===== src/rtl/lprt_pkg.sv =====
package lprt_pkg;

	localparam int DEF_TABLE_DEPTH     = 16;
	localparam int DEF_INTERFACE_COUNT = 8;
	localparam int ADDR_W              = 32;
	localparam int IFC_W               = 3;
	localparam int PLEN_W              = 6;

	typedef enum logic [1:0] {
		ACT_LOOKUP = 2'd0,
		ACT_ADD    = 2'd1,
		ACT_DELETE = 2'd2
	} action_t;

	typedef enum logic [1:0] {
		ST_OK   = 2'd0,
		ST_MISS = 2'd1,
		ST_FULL = 2'd2
	} status_t;

	typedef struct packed {
		logic [1:0]        action;
		logic [ADDR_W-1:0] address;
		logic [ADDR_W-1:0] gateway;
		logic [ADDR_W-1:0] route_mask;
		logic [IFC_W-1:0]  interface_id;
	} req_t;

	typedef struct packed {
		logic [1:0]        status;
		logic [IFC_W-1:0]  found_interface;
		logic [ADDR_W-1:0] found_gateway;
		logic [ADDR_W-1:0] next_hop;
		logic [PLEN_W-1:0] prefix_length;
	} rsp_t;

	// route held in one cell; plen is cached at insertion
	typedef struct packed {
		logic [ADDR_W-1:0] network;
		logic [ADDR_W-1:0] gateway;
		logic [ADDR_W-1:0] mask;
		logic [IFC_W-1:0]  ifc;
		logic [PLEN_W-1:0] plen;
	} ent_data_t;

	// request traveling down the chain, with the running best match
	typedef struct packed {
		logic [1:0]        action;
		logic [ADDR_W-1:0] address;
		logic [ADDR_W-1:0] gateway;
		logic [ADDR_W-1:0] mask;
		logic              hit;
		logic              found;
		logic [PLEN_W-1:0] plen;
		logic [ADDR_W-1:0] best_gw;
		logic [IFC_W-1:0]  best_ifc;
	} tok_t;

	// leading ones = 31 - (position of the highest zero), or 32 with no zero
	function automatic logic [PLEN_W-1:0] leading_ones(input logic [ADDR_W-1:0] m);
		logic [PLEN_W-1:0] n;
		n = PLEN_W'(ADDR_W);
		for (int i = 0; i < ADDR_W; i++) begin
			if (!m[i]) begin
				n = PLEN_W'(ADDR_W - 1 - i);
			end
		end
		return n;
	endfunction

endpackage


===== src/rtl/lprt_cell.sv =====
module lprt_cell import lprt_pkg::*; (
	input  logic      clk,
	input  logic      arst_n,
	input  logic      shift,
	input  logic      prev_valid,
	input  ent_data_t prev_data,
	input  logic      next_valid,
	input  ent_data_t next_data,
	input  logic      tok_in_valid,
	input  tok_t      tok_in,
	output logic      ent_valid,
	output ent_data_t ent_data,
	output logic      tok_out_valid,
	output tok_t      tok_out
);

	logic      valid_q;
	ent_data_t data_q;
	logic      tok_valid_q;
	tok_t      tok_q;
	tok_t      tok_nxt;
	logic      is_lookup;
	logic      is_delete;
	logic      lookup_hit;
	logic      delete_hit;
	logic      pull;

	assign is_lookup = tok_in_valid && (tok_in.action == ACT_LOOKUP);
	assign is_delete = tok_in_valid && (tok_in.action == ACT_DELETE);

	assign lookup_hit = is_lookup && valid_q &&
		((tok_in.address & data_q.mask) == (data_q.network & data_q.mask));

	assign delete_hit = is_delete && valid_q && (data_q.network == tok_in.address) &&
		(data_q.gateway == tok_in.gateway) && (data_q.mask == tok_in.mask);

	// once the newest match is found, it and every older cell close the gap
	assign pull = is_delete && (tok_in.found || delete_hit);

	always_comb begin
		tok_nxt = tok_in;
		if (lookup_hit && (!tok_in.hit || (data_q.plen > tok_in.plen))) begin
			tok_nxt.hit      = 1'b1;
			tok_nxt.plen     = data_q.plen;
			tok_nxt.best_gw  = data_q.gateway;
			tok_nxt.best_ifc = data_q.ifc;
		end
		if (delete_hit) begin
			tok_nxt.found = 1'b1;
		end
	end

	always_ff @(posedge clk or negedge arst_n) begin
		if (!arst_n) begin
			valid_q     <= 1'b0;
			tok_valid_q <= 1'b0;
		end else begin
			tok_valid_q <= tok_in_valid;
			if (shift) begin
				valid_q <= prev_valid;
			end else if (pull) begin
				valid_q <= next_valid;
			end
		end
	end

	always_ff @(posedge clk) begin
		tok_q <= tok_nxt;
		if (shift) begin
			data_q <= prev_data;
		end else if (pull) begin
			data_q <= next_data;
		end
	end

	assign ent_valid     = valid_q;
	assign ent_data      = data_q;
	assign tok_out_valid = tok_valid_q;
	assign tok_out       = tok_q;

endmodule


===== config.mk =====
export PLATFORM = sky130hd
export DESIGN_NAME = lprt_cell
export DESIGN_NICKNAME = d
export VERILOG_FILES = /design/src/rtl/lprt_pkg.sv /design/src/rtl/lprt_cell.sv
export SDC_FILE = /design/constraint.sdc
export NUM_CORES = 1
export LEC_CHECK = 0
export BUFFER_PORTS_ARGS = -buffer_cell sky130_fd_sc_hd__buf_2
export CAP_MARGIN = 20
export CORE_AREA = 2 2 233 235
export DETAILED_ROUTE_END_ITERATION = 8
export DIE_AREA = 0 0 235 237
export SYNTH_ARGS = -nofsm -noshare
export SYNTH_HDL_FRONTEND = slang
export SYNTH_SLANG_ARGS = --single-unit

===== constraint.sdc =====
create_clock -name clk -period 6.53 [get_ports clk]
set_input_delay 0.653 -clock clk [delete_from_list [all_inputs] [get_ports clk]]
set_output_delay 0.653 -clock clk [all_outputs]
set_load 0.01 [all_outputs]

==> metrics.txt, run 1 <==
die width=235 um; Setup crit end kind=flop; Non-Filler Instances=slightly below 2,000; Max Cap Viol=0; Fin. Hold Viols=0; Clock Latency Late Sink=0.57 ns; largest net degree at the start of global routing=74; CP Max Fanout=30; Final WS setup=2.886 ns; GP Congestion=0.8545; minimum clock period=around 3.6 ns; hold wc startpoint=tok_in[102]; cell type with the largest total area after synthesis=edfxtp_1; hold path depth=1; H-tree depth=1; Fill cells=5,552; multiplexer area fraction after synthesis=18.08%; Mapped Area=between 9000 and 10,000 um2; synthesis-stage register bit count=248; Port Buf Inserts=approximately 600; ratio of cells with drive above 1 in the final layout=around 64%; Distinct cells, synth=36; final WL=41,750 um; clock sink total=248; Power, Total=between 4000 and 5000 uW; peak supply drop=between 0.00015 and 0.0002 V; Routed Antenna Nets=0; Primary FF master, synth=dfxtp_1; largest family of logic cells by synthesized area=multiplexers; Die Y=237 um; Vias/cell=3.831; DIE AREA=~56,000 um2; kind of critical path=flop to flop; GRT Total Usage=~14%; adder-cell share of the synthesized area=less than 1%; drt pass-1 iters=4; Area contributors post-synth=edfxtp_1 (34%), dfxtp_1 (31%), mux2_2 (17%), xor2_1 (6.3%), xnor2_1 (1.8%); complex-gate fraction of the synthesized area=between 2 and 3%; Worst-Margin Slew=roughly 1.0 ns; Setup violations, final=0; 1st-iter DRT viols=236; Ys Warns=0; global route total overflow=0; PD cells=between 200 and 300 nW/um2; initial antenna violation count=7; outcome=finished, final reports clean; global-route wire length before repair=56,850 um; leakage=0.006289 uW; P&R area growth vs syn=52.50%; synth cell count leaders=mux2_2 (143), dfxtp_1 (141), edfxtp_1 (105); period utilization=55.80%; Core Region=53,280 um2; RR Startpoint=ent_data[67]$_DFFE_PP_; # DRC=0; RSZ-0062 raised after global routing=false; post-synth top area share=34.20%; Rows=between 80 and 90; Placed Cells=1,890; clk root buf=clkbuf_16; CTS tree=yes; Top-Level Pins=605; Hold WC Path Type=input port to flop; R2R depth=7; pre-CTS setup slack=2.075 ns; cell count after synthesis=601; worst setup path start=ent_data[67]$_DFFE_PP_; mean post-synth cell area=15.34 um2; EDFF count, synth=105; maximum clock rate=roughly 270 MHz; Clock Path Buffers=3; register area=~6000 um2; Worst-path clk slew=0.06 ns; Worst Skew=between 0.015 and 0.02 ns; max-slew violation count=0; Synth async-reset ratio=less than 1%; fin nets=1,590; DP HPWL=34,810 um; Initial Utilization=17.30%; setup TNS=0 ns; startpoint types=flop; Syn Nets=964; sequential fraction of the synthesis area=65.35%; quantity of gates resized following cts=0; area of the multi-input gates=roughly 3100 um2; CTS Buf Count=29; Worst slew margin=30.46%; simple-gate share of the synthesized area=3.664%; Synth Area in XOR/XNOR=8.074%; vias in the first global route=7,850; WL per Instance=21.44 um; worst path arrival time=just under 4 ns; routed vias=7,459; worst path required time=6.77 ns; most frequent cell after synthesis=mux2_2; worst hold slack=0.2082 ns
[area by class of cell]
cell class / instances / area share [%]
Antenna cell: 2 / 0.03559
Inverter: 17 / 0.4538
Sequential cell: 248 / 42.85
Timing Repair Buffer: 611 / 22.12
Multi-Input combinational cell: 320 / 21.83
Clock buffer: 43 / 5.971
Clock inverter: 10 / 0.5428
Tap cell: 696 / 6.193
[critical path, cell delays in order (launching register included)]
cell and delay, ns:
edfxtp_1 0.44, xnor2_1 0.27, nand4_1 0.29, nor4_1 0.78, nand4_1 0.30, nor4b_4 0.39
a211o_4 0.45, buf_4 0.36
[power by group]
group	total [uW]	switching, uW	internal, uW
combinational	589	317	272
sequential	1860	110	1750
clock	1580	659	923
total	4030	1090	2950
[logic make-up (layout without fill, tap and decap cells)]
family,Yosys count,count (layout)
compound gates,30,30
xor+xnor,85,85
fa+ha+maj,6,6
buf+inv,33,681
flops,248,248
mux,148,148
other cells,0,2
simple gates,51,51
[path summary, 6_finish.rpt]
kind | endpoint | slack (ns)
hold reg to reg | tok_out[2]$_DFF_P_ | 0.52
setup reg to reg | ent_data[40]$_DFFE_PP_ | 2.89
hold / removal | tok_out[102]$_DFF_P_ | 0.21
min in group asynchronous | ent_valid$_DFFE_PN0P_ | 0.41
max in group asynchronous | tok_out_valid$_DFF_PN0_ | 6.02
setup / recovery | ent_data[40]$_DFFE_PP_ | 2.89
[metal layers]
metal  track usage (%)  routed length, um
met1             17.62              17320
met2             25.05              20660
met3             3.614               2948
met4             2.877                792
met5                 0                 32
[cell usage in the layout (no fill, tap or decap), types with 4 or more instances in the layout]
master and instances:
buf_2 604, mux2_2 143, dfxtp_1 141, edfxtp_1 105, xor2_1 66, clkbuf_16 30, xnor2_1 19, inv_1 17
nor4_1 17, nand4_1 14, a22oi_1 12, clkbuf_1 9, ha_1 6, clkinv_2 6, nand2_1 5, mux2_1 5
o22ai_1 5, a221oi_1 4, clkbuf_8 4, buf_4 4
[registers in the layout, indices dropped and copies added, names as in the netlist]
name and count:
tok_out 141, ent_data 105, ent_valid 1, tok_out_valid 1
[stage by stage]
| stage | instance area, um2 | utilization (%) |
|---|---|---|
| after global placement | 13100 | 24.58 |
| after floorplan | 9220 | - |
| after global routing | 14060 | 26.38 |
| final | 14060 | 26.39 |
| after detailed placement | 13100 | 24.59 |
| after CTS | 14030 | 26.33 |
[repair_timing]
| action | CTS | global route |
|---|---|---|
| hold endpoints to repair | 2 | 0 |
| endpoints found under the setup margin | 0 | 0 |
| hold buffers | 1 | 0 |
| buffers inserted | 0 | 0 |
(Power assumes the default switching activity.)
==> run 2: changes to the inputs <==
--- a/config.mk
+++ b/config.mk
@@ -7,9 +7,9 @@
 export LEC_CHECK = 0
 export BUFFER_PORTS_ARGS = -buffer_cell sky130_fd_sc_hd__buf_2
 export CAP_MARGIN = 20
-export CORE_AREA = 2 2 233 235
+export CORE_AREA = 2 2 232 234
 export DETAILED_ROUTE_END_ITERATION = 8
-export DIE_AREA = 0 0 235 237
+export DIE_AREA = 0 0 234 236
 export SYNTH_ARGS = -nofsm -noshare
 export SYNTH_HDL_FRONTEND = slang
 export SYNTH_SLANG_ARGS = --single-unit
==> constraint.sdc (replaced) <==
create_clock -name clk -period 3.23 [get_ports clk]
set_input_delay 0.323 -clock clk [delete_from_list [all_inputs] [get_ports clk]]
set_output_delay 0.323 -clock clk [all_outputs]
set_load 0.01 [all_outputs]
==> run 2 against run 1 <==
Compared with the run above: cell area increased by 13%; clock skew up 0.0024 ns; critical path depth stayed put; register-to-register slack worse by 2.8 ns; global-route usage rose by 1.2 points; clock power increased by 120%; sequential power up 100%; core utilization rose by 3.6 points; first-iteration DRC count grew 40%.
==> metrics.txt, run 2 (same netlist as run 1, synthesis figures left out) <==
CTS tree=yes; maximum clock rate=317.5 MHz; CTS Buf Count=29; FF-to-FF End=ent_data[99]$_DFFE_PP_; Vias/cell=3.886; most frequent cells in the layout=buf_2 (602), mux2_2 (143), dlygate4sd3_1 (142); 1st-iter DRT viols=330; Top-Level Pins=605; worst hold slack=0.05531 ns; RR Startpoint=ent_data[30]$_DFFE_PP_; crit-path cells=a222oi_1 -> nand4_1 -> or4_4 -> nor4b_4 -> a211o_4 -> buf_12 -> clkbuf_16; Hold WC Path Type=input port to flop; Die Y=236 um; max reg flops=141; largest net degree at the start of global routing=51; startpoint types=flop; Worst-path clk slew=around 0.060 ns; Clock Latency Late Sink=0.57 ns; ratio of cells with drive above 1 in the final layout=58.89%; outcome=finished, final reports clean; Power, Total=8633 uW; r2r setup slk=~0.08 ns; initial antenna violation count=1; minimum clock period=3.150 ns; register area=6026 um2; clock sink total=248; Met2 Wirelength=23,130 um; Worst Skew=around 0.018 ns; routed wl met3=2628 um; routed vias=between 8,000 and 9,000; Metal-1 WL=18,620 um; R2R depth=7; Crit-path slowest cell=a222oi_1; P&R area growth vs syn=72.60%; CP Max Fanout=15; RSZ-0062 raised after global routing=true; Initial Utilization=17.37%; final WL=around 45,000 um; max incr delay on CP=about 0.66 ns; global route total overflow=0; leakage=0.007090 uW; # DRC=0; Setup crit end kind=flop; WL per Instance=about 21 um; Fin. Hold Viols=0; peak supply drop=around 0.00035 V; Placed Cells=1,906; setup TNS=0 ns; Port Buf Inserts=approximately 600; CP top delay family=simple AND/OR/NAND/NOR gates; most common cell after layout, fill and taps aside=buf_2; Worst slew margin=45.43%; Clock Path Buffers=3; kind of critical path=flop to flop; Routed Antenna Nets=0; max-slew violation count=0; Setup violations, final=0; die width=234 um; period utilization=97.51%; vias in the first global route=8,773; GP Congestion=0.8875; hold path depth=2; Core Region=53,070 um2; global-route wire length before repair=60,270 um; Worst-Margin Slew=0.8185 ns; Non-Filler Instances=between 2,000 and 2,500; area of the multi-input gates=3087 um2; drt pass-1 iters=4; fin nets=~1,800; Rows=85; H-tree depth=1; ant diodes=0; worst path required time=3.51 ns; hold wc startpoint=prev_data[99]; Worst Hold End=ent_data[99]$_DFFE_PP_; GRT Total Usage=15.49%; clk root buf=clkbuf_16; Fill cells=5,360; Max Cap Viol=0; sum of buffers and inverters on the critical path=2; PD cells=around 540 nW/um2; highest metal used=met4; worst path arrival time=3.43 ns; DIE AREA=55,220 um2; DP HPWL=35,980 um
-- run 2: cell types whose count changed in the layout (fill, tap and decap cells not counted), sizes merged --
cell         before  now
diode             2    0
bufinv            1    4
clkinvlp          0    4
dlygate4sd3       1  142
inv              18   21
clkinv            8    7
clkbuf           43   37
buf             610  635
-- run 2: metrics by stage --
stage	area [um2]	util [%]	setup WS, ns
floorplan	9228	-	0.2667
global placement	13290	25.04	-0.1695
detailed placement	13290	25.04	-0.1238
CTS	15780	29.74	-0.01734
global route	15910	29.99	-0.1551
finish	15910	29.99	0.08038
-- run 2: repair_timing --
action	4_1_cts	5_1_grt
setup buffers	6	3
endpoints found under the setup margin	122	106
hold buffers	140	2
pin swaps	3	0
gates resized for setup	4	1
gates cloned	1	3
hold endpoints to repair	141	2
-- run 2: per-layer routing --
layer / vias to the layer above / track usage (%)
li1: 3812 / -
met1: 3933 / 18.54
met2: 416 / 28.47
met3: 54 / 2.369
met4: 0 / 4.008
met5: - / 0
-- run 2: area by class of cell --
cell class | count | area share, %
Sequential cell | 248 | 37.86
Timing Repair Buffer | 779 | 30.64
Multi-Input combinational cell | 320 | 19.40
Tap cell | 696 | 5.472
Clock buffer | 35 | 4.827
Clock inverter | 19 | 1.399
Inverter | 17 | 0.4010
-- run 2: worst max-delay path by stage --
stage,start,to,depth (start not counted),slack [ns]
finish,ent_data[30]$_DFFE_PP_,ent_data[99]$_DFFE_PP_,7,0.08
global route,ent_data[30]$_DFFE_PP_,ent_data[65]$_DFFE_PP_,7,-0.16
CTS,ent_data[30]$_DFFE_PP_,ent_data[74]$_DFFE_PP_,7,-0.02
detailed placement,ent_data[52]$_DFFE_PP_,ent_data[58]$_DFFE_PP_,8,-0.12
global placement,tok_in[118],ent_data[58]$_DFFE_PP_,9,-0.17
floorplan,ent_data[28]$_DFFE_PP_,ent_valid$_DFFE_PN0P_,7,0.27
-- run 2: where the power goes --
group | internal, uW | total [uW] | switching (uW)
Sequential | 3540 | 3730 | 190
Combinational | 714 | 1450 | 738
Clock | 2030 | 3450 | 1430
Total | 6280 | 8630 | 2350
-- run 2: worst reg2reg max path, delay by kind of cell, from the launching register on --
kind / cells / cell delay, ns
and+or+nand+nor: 3 / 1.18
AOI/OAI and AO/OA: 2 / 0.89
DFF: 1 / 0.44
buffers and inverters: 2 / 0.34
